===== src/hdl/taosf_pkg.sv =====
// Shared types, constants, microcode program and rounding helper for the observer block.
package taosf_pkg;

   // Fixed-point and datapath widths.
   localparam int Q_W      = 16;
   localparam int Q_FRAC   = 12;
   localparam int INNOV_W  = Q_W + 1;
   localparam int PROD_W   = Q_W + INNOV_W;
   localparam int ACC_W    = PROD_W + 3;
   localparam int LIMIT_W  = 15;
   localparam int MASK_W   = 2;
   localparam int STEP_W   = 5;
   localparam int CSR_AW   = 6;
   localparam int CSR_DW   = 64;
   localparam int GAINS_W  = 48;
   localparam int WORD_W   = 32;

   localparam logic [STEP_W-1:0] STEP_IDLE = '0;

   // Configuration register indexes.
   typedef enum logic [2:0] {
      REG_CONTROL_GAINS,
      REG_TRANSITION_ROW0,
      REG_TRANSITION_ROW1,
      REG_INPUT_GAINS,
      REG_OBSERVER_GAINS,
      REG_SERVO_LIMIT,
      REG_PLATE_RATIO,
      REG_INVERT_MASK
   } reg_index_type;

   // Coefficient operand of the multiplier.
   typedef enum logic [3:0] {
      CO_GREF, CO_K0, CO_K1, CO_RATIO,
      CO_F00, CO_F01, CO_F10, CO_F11,
      CO_G0, CO_G1, CO_L0, CO_L1
   } coef_sel_type;

   // Signal operand of the multiplier.
   typedef enum logic [2:0] {
      OP_REF, OP_MEAS, OP_EST0, OP_EST1, OP_CMD, OP_CLAMP, OP_INNOV
   } opnd_sel_type;

   typedef enum logic [1:0] {ACC_HOLD, ACC_LOAD, ACC_ADD, ACC_SUB} acc_op_type;

   typedef enum logic [2:0] {WB_NONE, WB_CMD, WB_ANG, WB_EST0, WB_EST1} wb_type;

   typedef enum logic [1:0] {JMP_NEXT, JMP_WAIT_START, JMP_WAIT_OUT, JMP_RESTART} jump_type;

   // One microcode word.
   typedef struct packed {
      coef_sel_type a_sel;
      opnd_sel_type b_sel;
      acc_op_type   acc_op;
      wb_type       wb;
      jump_type     jump;
   } ucode_type;

   // Control word broadcast from the sequencer to both axis lanes.
   typedef struct packed {
      logic         start;
      coef_sel_type a_sel;
      opnd_sel_type b_sel;
      acc_op_type   acc_op;
      wb_type       wb;
   } lane_ctl_type;

   // Coefficients shared by both axes.
   typedef struct packed {
      logic signed [Q_W-1:0] gref;
      logic signed [Q_W-1:0] k0;
      logic signed [Q_W-1:0] k1;
      logic signed [Q_W-1:0] f00;
      logic signed [Q_W-1:0] f01;
      logic signed [Q_W-1:0] f10;
      logic signed [Q_W-1:0] f11;
      logic signed [Q_W-1:0] g0;
      logic signed [Q_W-1:0] g1;
      logic signed [Q_W-1:0] l0;
      logic signed [Q_W-1:0] l1;
      logic signed [Q_W-1:0] ratio;
      logic [LIMIT_W-1:0]    limit;
   } coef_type;

   // Control program. The product of step n is accumulated in step n+1, and a
   // write-back takes the accumulator as it stood at the start of its step.
   function automatic ucode_type ucode_rom(input logic [STEP_W-1:0] step);
      ucode_type uc;
      uc = '{CO_GREF, OP_REF, ACC_HOLD, WB_NONE, JMP_NEXT};
      case (step)
         5'd0:  uc = '{CO_GREF,  OP_REF,   ACC_HOLD, WB_NONE, JMP_WAIT_START};
         5'd1:  uc = '{CO_GREF,  OP_REF,   ACC_HOLD, WB_NONE, JMP_NEXT};
         5'd2:  uc = '{CO_K0,    OP_MEAS,  ACC_LOAD, WB_NONE, JMP_NEXT};
         5'd3:  uc = '{CO_K1,    OP_EST1,  ACC_SUB,  WB_NONE, JMP_NEXT};
         5'd4:  uc = '{CO_GREF,  OP_REF,   ACC_SUB,  WB_NONE, JMP_NEXT};
         5'd5:  uc = '{CO_GREF,  OP_REF,   ACC_HOLD, WB_CMD,  JMP_NEXT};
         5'd6:  uc = '{CO_RATIO, OP_CMD,   ACC_HOLD, WB_NONE, JMP_NEXT};
         5'd7:  uc = '{CO_F00,   OP_EST0,  ACC_LOAD, WB_NONE, JMP_NEXT};
         5'd8:  uc = '{CO_F01,   OP_EST1,  ACC_LOAD, WB_ANG,  JMP_NEXT};
         5'd9:  uc = '{CO_G0,    OP_CLAMP, ACC_ADD,  WB_NONE, JMP_NEXT};
         5'd10: uc = '{CO_L0,    OP_INNOV, ACC_ADD,  WB_NONE, JMP_NEXT};
         5'd11: uc = '{CO_F10,   OP_EST0,  ACC_ADD,  WB_NONE, JMP_NEXT};
         5'd12: uc = '{CO_F11,   OP_EST1,  ACC_LOAD, WB_EST0, JMP_NEXT};
         5'd13: uc = '{CO_G1,    OP_CLAMP, ACC_ADD,  WB_NONE, JMP_NEXT};
         5'd14: uc = '{CO_L1,    OP_INNOV, ACC_ADD,  WB_NONE, JMP_NEXT};
         5'd15: uc = '{CO_GREF,  OP_REF,   ACC_ADD,  WB_NONE, JMP_NEXT};
         5'd16: uc = '{CO_GREF,  OP_REF,   ACC_HOLD, WB_EST1, JMP_NEXT};
         5'd17: uc = '{CO_GREF,  OP_REF,   ACC_HOLD, WB_NONE, JMP_WAIT_OUT};
         default: uc = '{CO_GREF, OP_REF,  ACC_HOLD, WB_NONE, JMP_RESTART};
      endcase
      return uc;
   endfunction

   // Round a Q11.24 sum to Q3.12 (add half, floor), optionally negate, saturate.
   function automatic logic signed [Q_W-1:0] round_sat(
      input logic signed [ACC_W-1:0] acc,
      input logic                    neg
   );
      logic signed [ACC_W:0]        v;
      logic signed [ACC_W-Q_FRAC:0] q;
      logic signed [ACC_W-Q_FRAC+1:0] r;
      v = (ACC_W+1)'(acc) + (ACC_W+1)'(1 <<< (Q_FRAC - 1));
      q = v[ACC_W:Q_FRAC];
      r = neg ? -((ACC_W-Q_FRAC+2)'(q)) : (ACC_W-Q_FRAC+2)'(q);
      if (r > (ACC_W-Q_FRAC+2)'(32767)) begin
         return 16'sh7FFF;
      end else if (r < -(ACC_W-Q_FRAC+2)'(32768)) begin
         return 16'sh8000;
      end
      return r[Q_W-1:0];
   endfunction

endpackage


===== src/hdl/taosf_csr.sv =====
// Configuration register file with an APB-style write and read port.
module taosf_csr
   import taosf_pkg::*;
(
   input  logic              clock,
   input  logic              reset,
   input  logic              csr_psel,
   input  logic              csr_penable,
   input  logic              csr_pwrite,
   input  logic [CSR_AW-1:0] csr_paddr,
   input  logic [CSR_DW-1:0] csr_pwdata,
   output logic [CSR_DW-1:0] csr_prdata,
   output logic              csr_pready,
   output coef_type          coef,
   output logic [MASK_W-1:0] invert_mask
);

   logic [GAINS_W-1:0] control_gains_ff;
   logic [WORD_W-1:0]  transition_row0_ff;
   logic [WORD_W-1:0]  transition_row1_ff;
   logic [WORD_W-1:0]  input_gains_ff;
   logic [WORD_W-1:0]  observer_gains_ff;
   logic [LIMIT_W-1:0] servo_limit_ff;
   logic [Q_W-1:0]     plate_ratio_ff;
   logic [MASK_W-1:0]  invert_mask_ff;
   reg_index_type      index;
   logic               write_en;

   // Registers sit at eight-byte spacing.
   assign index      = reg_index_type'(csr_paddr[CSR_AW-1:3]);
   assign write_en   = csr_psel & csr_penable & csr_pwrite & csr_pready;
   assign csr_pready = 1'b1;

   // Register writes.
   always_ff @(posedge clock) begin
      if (reset) begin
         control_gains_ff   <= '0;
         transition_row0_ff <= '0;
         transition_row1_ff <= '0;
         input_gains_ff     <= '0;
         observer_gains_ff  <= '0;
         servo_limit_ff     <= LIMIT_W'(32767);
         plate_ratio_ff     <= Q_W'(4096);
         invert_mask_ff     <= '0;
      end else if (write_en) begin
         case (index)
            REG_CONTROL_GAINS:   control_gains_ff   <= csr_pwdata[GAINS_W-1:0];
            REG_TRANSITION_ROW0: transition_row0_ff <= csr_pwdata[WORD_W-1:0];
            REG_TRANSITION_ROW1: transition_row1_ff <= csr_pwdata[WORD_W-1:0];
            REG_INPUT_GAINS:     input_gains_ff     <= csr_pwdata[WORD_W-1:0];
            REG_OBSERVER_GAINS:  observer_gains_ff  <= csr_pwdata[WORD_W-1:0];
            REG_SERVO_LIMIT:     servo_limit_ff     <= csr_pwdata[LIMIT_W-1:0];
            REG_PLATE_RATIO:     plate_ratio_ff     <= csr_pwdata[Q_W-1:0];
            REG_INVERT_MASK:     invert_mask_ff     <= csr_pwdata[MASK_W-1:0];
            default: ;
         endcase
      end
   end

   // Read-back.
   always_comb begin
      case (index)
         REG_CONTROL_GAINS:   csr_prdata = CSR_DW'(control_gains_ff);
         REG_TRANSITION_ROW0: csr_prdata = CSR_DW'(transition_row0_ff);
         REG_TRANSITION_ROW1: csr_prdata = CSR_DW'(transition_row1_ff);
         REG_INPUT_GAINS:     csr_prdata = CSR_DW'(input_gains_ff);
         REG_OBSERVER_GAINS:  csr_prdata = CSR_DW'(observer_gains_ff);
         REG_SERVO_LIMIT:     csr_prdata = CSR_DW'(servo_limit_ff);
         REG_PLATE_RATIO:     csr_prdata = CSR_DW'(plate_ratio_ff);
         REG_INVERT_MASK:     csr_prdata = CSR_DW'(invert_mask_ff);
         default:             csr_prdata = '0;
      endcase
   end

   // Unpack the coefficient fields.
   always_comb begin
      coef.gref  = control_gains_ff[15:0];
      coef.k0    = control_gains_ff[31:16];
      coef.k1    = control_gains_ff[47:32];
      coef.f00   = transition_row0_ff[15:0];
      coef.f01   = transition_row0_ff[31:16];
      coef.f10   = transition_row1_ff[15:0];
      coef.f11   = transition_row1_ff[31:16];
      coef.g0    = input_gains_ff[15:0];
      coef.g1    = input_gains_ff[31:16];
      coef.l0    = observer_gains_ff[15:0];
      coef.l1    = observer_gains_ff[31:16];
      coef.ratio = plate_ratio_ff;
      coef.limit = servo_limit_ff;
   end

   assign invert_mask = invert_mask_ff;

endmodule


===== src/hdl/taosf_seq.sv =====
// Microcode sequencer: step counter, program table and jump control.
module taosf_seq
   import taosf_pkg::*;
(
   input  logic         clock,
   input  logic         reset,
   input  logic         start,
   input  logic         out_free,
   output logic         idle,
   output logic         publish,
   output lane_ctl_type ctl
);

   logic [STEP_W-1:0] step_ff;
   logic [STEP_W-1:0] step_in;
   ucode_type         uc;

   assign uc      = ucode_rom(step_ff);
   assign idle    = (uc.jump == JMP_WAIT_START);
   assign publish = (uc.jump == JMP_WAIT_OUT) && out_free;

   // Next step from the jump field.
   always_comb begin
      case (uc.jump)
         JMP_NEXT:       step_in = step_ff + STEP_W'(1);
         JMP_WAIT_START: step_in = start ? step_ff + STEP_W'(1) : step_ff;
         JMP_WAIT_OUT:   step_in = out_free ? STEP_IDLE : step_ff;
         default:        step_in = STEP_IDLE;
      endcase
   end

   always_ff @(posedge clock) begin
      if (reset) begin
         step_ff <= STEP_IDLE;
      end else begin
         step_ff <= step_in;
      end
   end

   // Control word to the lanes.
   always_comb begin
      ctl.start  = idle && start;
      ctl.a_sel  = uc.a_sel;
      ctl.b_sel  = uc.b_sel;
      ctl.acc_op = uc.acc_op;
      ctl.wb     = uc.wb;
   end

endmodule


===== src/hdl/taosf_lane.sv =====
// One axis datapath: operand selects, multiplier, accumulator and observer state.
module taosf_lane
   import taosf_pkg::*;
(
   input  logic                  clock,
   input  logic                  reset,
   input  lane_ctl_type          ctl,
   input  coef_type              coef,
   input  logic                  invert,
   input  logic signed [Q_W-1:0] ref_in,
   input  logic signed [Q_W-1:0] meas_in,
   output logic signed [Q_W-1:0] servo,
   output logic signed [Q_W-1:0] plate
);

   logic signed [Q_W-1:0]     ref_ff;
   logic signed [Q_W-1:0]     meas_ff;
   logic signed [INNOV_W-1:0] innov_ff;
   logic signed [Q_W-1:0]     est0_ff;
   logic signed [Q_W-1:0]     est1_ff;
   logic signed [Q_W-1:0]     cmd_ff;
   logic signed [Q_W-1:0]     ang_ff;
   logic signed [PROD_W-1:0]  prod_ff;
   logic signed [PROD_W-1:0]  prod_in;
   logic signed [ACC_W-1:0]   acc_ff;
   logic signed [ACC_W-1:0]   acc_in;
   logic signed [ACC_W-1:0]   prod_ext;
   logic signed [Q_W-1:0]     a_op;
   logic signed [INNOV_W-1:0] b_op;
   logic signed [INNOV_W-1:0] cmd_ext;
   logic signed [INNOV_W-1:0] lim_ext;
   logic signed [Q_W-1:0]     clamped;
   logic signed [Q_W-1:0]     wb_value;

   // Clamp the command to the servo limit.
   assign cmd_ext = INNOV_W'(cmd_ff);
   assign lim_ext = $signed({2'b00, coef.limit});
   always_comb begin
      if (cmd_ext > lim_ext) begin
         clamped = lim_ext[Q_W-1:0];
      end else if (cmd_ext < -lim_ext) begin
         clamped = Q_W'(-lim_ext);
      end else begin
         clamped = cmd_ff;
      end
   end

   // Coefficient operand.
   always_comb begin
      case (ctl.a_sel)
         CO_GREF:  a_op = coef.gref;
         CO_K0:    a_op = coef.k0;
         CO_K1:    a_op = coef.k1;
         CO_RATIO: a_op = coef.ratio;
         CO_F00:   a_op = coef.f00;
         CO_F01:   a_op = coef.f01;
         CO_F10:   a_op = coef.f10;
         CO_F11:   a_op = coef.f11;
         CO_G0:    a_op = coef.g0;
         CO_G1:    a_op = coef.g1;
         CO_L0:    a_op = coef.l0;
         CO_L1:    a_op = coef.l1;
         default:  a_op = '0;
      endcase
   end

   // Signal operand.
   always_comb begin
      case (ctl.b_sel)
         OP_REF:   b_op = INNOV_W'(ref_ff);
         OP_MEAS:  b_op = INNOV_W'(meas_ff);
         OP_EST0:  b_op = INNOV_W'(est0_ff);
         OP_EST1:  b_op = INNOV_W'(est1_ff);
         OP_CMD:   b_op = INNOV_W'(cmd_ff);
         OP_CLAMP: b_op = INNOV_W'(clamped);
         OP_INNOV: b_op = innov_ff;
         default:  b_op = '0;
      endcase
   end

   assign prod_in  = PROD_W'(a_op) * PROD_W'(b_op);
   assign prod_ext = ACC_W'(prod_ff);

   // Accumulator takes the product registered in the previous step.
   always_comb begin
      case (ctl.acc_op)
         ACC_LOAD: acc_in = prod_ext;
         ACC_ADD:  acc_in = acc_ff + prod_ext;
         ACC_SUB:  acc_in = acc_ff - prod_ext;
         default:  acc_in = acc_ff;
      endcase
   end

   assign wb_value = round_sat(acc_ff, (ctl.wb == WB_CMD) && invert);

   // Working registers of the datapath.
   always_ff @(posedge clock) begin
      prod_ff <= prod_in;
      acc_ff  <= acc_in;
      if (ctl.start) begin
         ref_ff   <= ref_in;
         meas_ff  <= meas_in;
         innov_ff <= INNOV_W'(meas_in) - INNOV_W'(est0_ff);
      end
      if (ctl.wb == WB_CMD) begin
         cmd_ff <= wb_value;
      end
      if (ctl.wb == WB_ANG) begin
         ang_ff <= wb_value;
      end
   end

   // Observer estimate, cleared at reset.
   always_ff @(posedge clock) begin
      if (reset) begin
         est0_ff <= '0;
         est1_ff <= '0;
      end else begin
         if (ctl.wb == WB_EST0) begin
            est0_ff <= wb_value;
         end
         if (ctl.wb == WB_EST1) begin
            est1_ff <= wb_value;
         end
      end
   end

   assign servo = clamped;
   assign plate = ang_ff;

endmodule


===== src/hdl/two_axis_observer_state_feedback.sv =====
// Two-axis state feedback controller with a second-order observer: top level.
//
// The req channel carries one sample tick: ref_x, meas_x, ref_y, meas_y, each
// signed Q3.12. For every accepted transaction the rsp channel delivers one
// result: the clamped servo commands and the plate angles of both axes.
// Coefficients, servo limit, plate ratio and invert mask are written through
// the csr port, by the user only while no sample is in flight (not enforced).
// A microcoded sequencer walks an 18-step program; both axes run the same
// control word in two lanes, each with one 16x17 multiplier and accumulator.
// The result is registered when the last step publishes it, and a new
// sample is taken only once the program is back at its idle step; the single
// multiply-accumulate per axis and its chain of dependent sums set the pace.
// Reset clears the sequencer, the output valid and the observer estimates,
// and loads the register reset values.
// When the receiver stalls, the result waits in the output register; the
// next sample can still be taken and computed, and its last step holds
// until the output register frees.
module two_axis_observer_state_feedback
   import taosf_pkg::*;
(
   input  logic              clock,
   input  logic              reset,
   input  logic              req_tvalid,
   output logic              req_tready,
   input  logic [63:0]       req_tdata,   // ref_x, meas_x, ref_y, meas_y
   output logic              rsp_tvalid,
   input  logic              rsp_tready,
   output logic [63:0]       rsp_tdata,   // servo_x, servo_y, plate_x, plate_y
   input  logic              csr_psel,
   input  logic              csr_penable,
   input  logic              csr_pwrite,
   input  logic [CSR_AW-1:0] csr_paddr,
   input  logic [CSR_DW-1:0] csr_pwdata,
   output logic [CSR_DW-1:0] csr_prdata,
   output logic              csr_pready
);

   coef_type              coef;
   logic [MASK_W-1:0]     invert_mask;
   lane_ctl_type          ctl;
   logic                  idle;
   logic                  publish;
   logic                  out_free;
   logic                  start;
   logic signed [Q_W-1:0] servo_x;
   logic signed [Q_W-1:0] servo_y;
   logic signed [Q_W-1:0] plate_x;
   logic signed [Q_W-1:0] plate_y;
   logic                  rsp_valid_ff;
   logic [63:0]           rsp_data_ff;

   assign req_tready = idle;
   assign start      = req_tvalid && idle;
   assign out_free   = !rsp_valid_ff || rsp_tready;

   taosf_csr u_csr (
      .clock       (clock),
      .reset       (reset),
      .csr_psel    (csr_psel),
      .csr_penable (csr_penable),
      .csr_pwrite  (csr_pwrite),
      .csr_paddr   (csr_paddr),
      .csr_pwdata  (csr_pwdata),
      .csr_prdata  (csr_prdata),
      .csr_pready  (csr_pready),
      .coef        (coef),
      .invert_mask (invert_mask)
   );

   taosf_seq u_seq (
      .clock    (clock),
      .reset    (reset),
      .start    (start),
      .out_free (out_free),
      .idle     (idle),
      .publish  (publish),
      .ctl      (ctl)
   );

   taosf_lane u_lane_x (
      .clock   (clock),
      .reset   (reset),
      .ctl     (ctl),
      .coef    (coef),
      .invert  (invert_mask[0]),
      .ref_in  (req_tdata[15:0]),
      .meas_in (req_tdata[31:16]),
      .servo   (servo_x),
      .plate   (plate_x)
   );

   taosf_lane u_lane_y (
      .clock   (clock),
      .reset   (reset),
      .ctl     (ctl),
      .coef    (coef),
      .invert  (invert_mask[1]),
      .ref_in  (req_tdata[47:32]),
      .meas_in (req_tdata[63:48]),
      .servo   (servo_y),
      .plate   (plate_y)
   );

   // Output register: filled when the program finishes, freed on a transaction.
   always_ff @(posedge clock) begin
      if (reset) begin
         rsp_valid_ff <= 1'b0;
      end else if (publish) begin
         rsp_valid_ff <= 1'b1;
      end else if (rsp_tready) begin
         rsp_valid_ff <= 1'b0;
      end
   end

   always_ff @(posedge clock) begin
      if (publish) begin
         rsp_data_ff <= {plate_y, plate_x, servo_y, servo_x};
      end
   end

   assign rsp_tvalid = rsp_valid_ff;
   assign rsp_tdata  = rsp_data_ff;

endmodule


===== config.mk =====
export PLATFORM = sky130hd
export DESIGN_NAME = two_axis_observer_state_feedback
export DESIGN_NICKNAME = d
export VERILOG_FILES = /design/src/hdl/taosf_pkg.sv /design/src/hdl/taosf_csr.sv /design/src/hdl/taosf_seq.sv /design/src/hdl/taosf_lane.sv /design/src/hdl/two_axis_observer_state_feedback.sv
export SDC_FILE = /design/constraint.sdc
export NUM_CORES = 2
export LEC_CHECK = 0
export BUFFER_PORTS_ARGS = -buffer_cell sky130_fd_sc_hd__buf_4
export CAP_MARGIN = 20
export CORE_MARGIN = 1.5
export CORE_UTILIZATION = 59
export CTS_BUF_LIST = sky130_fd_sc_hd__clkbuf_2
export DETAILED_ROUTE_END_ITERATION = 7
export PLACE_DENSITY = 0.79
export SETUP_SLACK_MARGIN = 0.15
export SKIP_LAST_GASP = 1
export SYNTH_ARGS = -nofsm -noshare
export SYNTH_HDL_FRONTEND = slang
export SYNTH_SLANG_ARGS = --single-unit

===== constraint.sdc =====
create_clock -name clock -period 10.4 [get_ports clock]
set_input_delay 0.52 -clock clock [delete_from_list [all_inputs] [get_ports clock]]
set_output_delay 0.52 -clock clock [all_outputs]
set_load 0.005 [all_outputs]

==> impl_results.md <==
- Largest family of logic cells by synthesized area: adder cells
- Synth top area cells: fa_1 (19%), edfxtp_1 (15%), dfxtp_1 (12%)
- CTS tree: built
- Gr ovfl total: 0
- Post-synthesis xor/xnor area fraction: 4.31%
- Area grow syn2layout: 14.3%
- Least-Margin Pin Slew: 1.38 ns
- Max Cap Viol: 0
- DIE WIDTH: 320 um
- Leak: 29.3 nW
- Ys Warns: 0
- Placed Cells incl. Taps: 8005
- Power Dens Cells: 154 nW/um2
- Post-Syn Area per Cell: 8.95 um2
- Routed WL: 202000 um
- Htree depth: 4
- Gate Count Post-Synth: 6611
- Initial antenna violation count: 12
- DIE AREA: 102000 um2
- Drt drc: 0
- Hold_sp: req_tdata[24]
- Ys async rst share: 0%
- Synth top area share: 18.9%
- Pin count of the biggest net entering global routing: 101
- Placer Congestion: 1.01
- Total GRT Usage: 39.3%
- DRT iter0 DRCs: 5983
- First-pass GRT wire length: 306000 um
- Critical Path End Type: flip-flop
- Final Max Tran Viols: 0
- Clk pin slew, worst setup/hold paths: 0.13 ns
- FF-to-FF Start: u_csr.servo_limit_ff[3]
- Fraction of layout cells with a size suffix above 1: 13.5%
- # setup viols final: 0
- Top-count cell post-synth: inv_1
- Drt via density: 6.24
- Arr. time, crit path: 11.44 ns
- Yosys reg bits: 657
- Reg-to-Reg End: u_lane_x.prod_ff[25]
- Achievable frequency: 100 MHz
- Compound-Gate Fraction of Synth Area: 15.0%
- Leading area contributor after synthesis: fa_1
- Cell mode on critical path: fa_1
- Distinct cell type count after synthesis: 108
- Synth top cells by count: inv_1 (792), nand2_1 (772), nor2_1 (669)
- Row cnt: 115
- Final cycle utilization of the critical path: 95.7%
- Sequential fraction of the synthesis area: 27.3%
- Maximum fanout along the worst path: 11
- RSZ-0062 raised after global routing: no
- PortBufs: 235
- Synth Area in Simple Gates: 16.4%
- Final core utilization: 68.4%
- Hold depth: 4
- Nets: 8216
- Core ar.: 98900 um2
- Cell depth of the worst flop-to-flop path: 33
- WP data required: 11.89 ns
- Hold WC Path Type: input pin to flip-flop
- Adder-cell share of the synthesized area: 26.1%
- Final Non-Filler Cells: 8602
- Avg WL per Cell: 23.5 um
- ANT nets after route: 0
- Predominant post-synthesis flop cell: dfxtp_1
- TritonCTS buffer count: 169
- Post-synthesis mux area share: 3.45%
- Final-report hold violation count: 0
- Worst-skew pair later-pin latency: 1.62 ns
- Via count of the first global-routing pass: 53054
- EDFF count, synth: 298
- Worst reg-to-reg setup slack: 0.45 ns
- Die height: 320 um
- Slowest cell on crit path: fa_1
- Hold Path Sink: u_lane_x.innov_ff[8]
- Outcome: finished clean
- Worst setup path startpoint: u_csr.servo_limit_ff[3]
- Sum Neg Setup Slack: 0 ns
- DRT Pass-1 Iters: 6
- CP peak stage delay: 0.55 ns
- IO Pins: 272
- Starting Density: 59.8%
- Max Root-Sink Buffers: 3
- Peak VDD IR: 0.118 mV
- Period minus WS final: 9.95 ns
- Worst Skew: 0.175 ns
- Post-Syn Area: 59200 um2
- # clock sinks: 657
- Rel. slew slack: 7.84%
- CP Launch Type: flip-flop
- DP HPWL: 147000 um
- Crit path kind: flip-flop to flip-flop
- DR vias: 53656
- Clock Tree Root: clkbuf_2
-- sequential cells by signal (all words and copies together) (netlist names), 17 cells and up --
signal	cells
u_lane_y.acc_ff	36
u_csr.observer_gains_ff	32
u_lane_y.prod_ff	33
u_csr.transition_row1_ff	32
u_csr.input_gains_ff	32
rsp_tdata	64
u_lane_x.prod_ff	33
u_csr.transition_row0_ff	32
u_lane_x.innov_ff	17
u_lane_x.acc_ff	36
u_csr.control_gains_ff	48
u_lane_y.innov_ff	17
-- through the flow --
stage                     hold WS (ns)  total power, W  cell area, um2  worst slack (ns)
after global routing            0.0541          0.0110           67600             0.110
after detailed placement         0.406         0.00830           62800            0.0224
after floorplan                  0.400         0.00690           59200             0.740
after CTS                      0.00415          0.0102           67000             0.220
final                           0.0957          0.0104           67600             0.449
after global placement           0.401         0.00819           62800             0.180
-- cells by family after synthesis --
kind of cell / Yosys count
simple gates: 2120
compound gates: 1349
mux: 159
buf+inv: 1133
fa+ha+maj: 900
xor+xnor: 291
other cells: 2
flops: 657
-- power breakdown --
group	internal [W]	switching [W]	leakage [nW]
logic	0.00209	0.00310	22.5
registers	0.00302	0.000346	5.67
clock network	0.000677	0.00120	1.18
-- layout make-up --
type	count	area [um2]
clock buffers	245	1230
fillers	7802	31300
repair buffers	719	6210
multi-input cells	4837	39100
diodes	6	15.0
well taps	1287	1610
inverters	793	2980
clock inverters	58	319
flip-flops and latches	657	16100
-- placed cells by master (no fill, tap or decap), drive strengths merged, types with 90 or more instances in the layout --
master       Yosys  final
o21ai          230    230
dlygate4sd3      0    266
nor2           669    669
nor3           109    109
buf             82    453
nand2b          98     98
nand2          772    772
clkbuf         258    245
a21oi          451    451
fa             558    558
edfxtp         298    298
dfxtp          359    359
nand3           90     90
inv            792    799
xnor2          217    217
ha             340    340
-- metal layers --
layer | part of all wire [%] | global-route usage (%) | vias to the layer above
li1 | - | - | 23584
met1 | 37 | 49.6 | 25784
met2 | 45 | 61.0 | 3419
met3 | 12 | 9.26 | 855
met4 | 6.9 | 24.6 | 14
met5 | 0.091 | 0 | -
-- worst max-delay path by stage --
stage	end	slack [ns]
5_1_grt	u_lane_x.prod_ff[25]	0.11
3_3_place_gp	u_lane_x.prod_ff[25]	0.18
6_report	u_lane_x.prod_ff[25]	0.45
3_5_place_dp	u_lane_x.prod_ff[25]	0.02
2_1_floorplan	u_lane_x.prod_ff[25]	0.74
4_1_cts	u_lane_x.prod_ff[25]	0.22
-- critical path: cells and delay by family, from the launching register on --
| kind | cells | cell delay [ns] |
|---|---|---|
| AND/OR/NAND/NOR | 4 | 0.71 |
| adder cells (fa/ha/maj) | 9 | 4.05 |
| buffers and inverters | 4 | 0.56 |
| XOR/XNOR | 2 | 0.44 |
| AO/OA/AOI/OAI | 14 | 3.74 |
| flip-flops | 1 | 0.45 |
-- repair_timing --
item | CTS | global route
resized for setup | 2 | 62
gates cloned | 0 | 2
hold buffers | 266 | 0
endpoints found under the hold margin | 437 | 0
setup buffers | 0 | 15
pin swaps | 0 | 13
setup endpoints to repair | 1 | 20
Power figures use the tool's default switching activity.
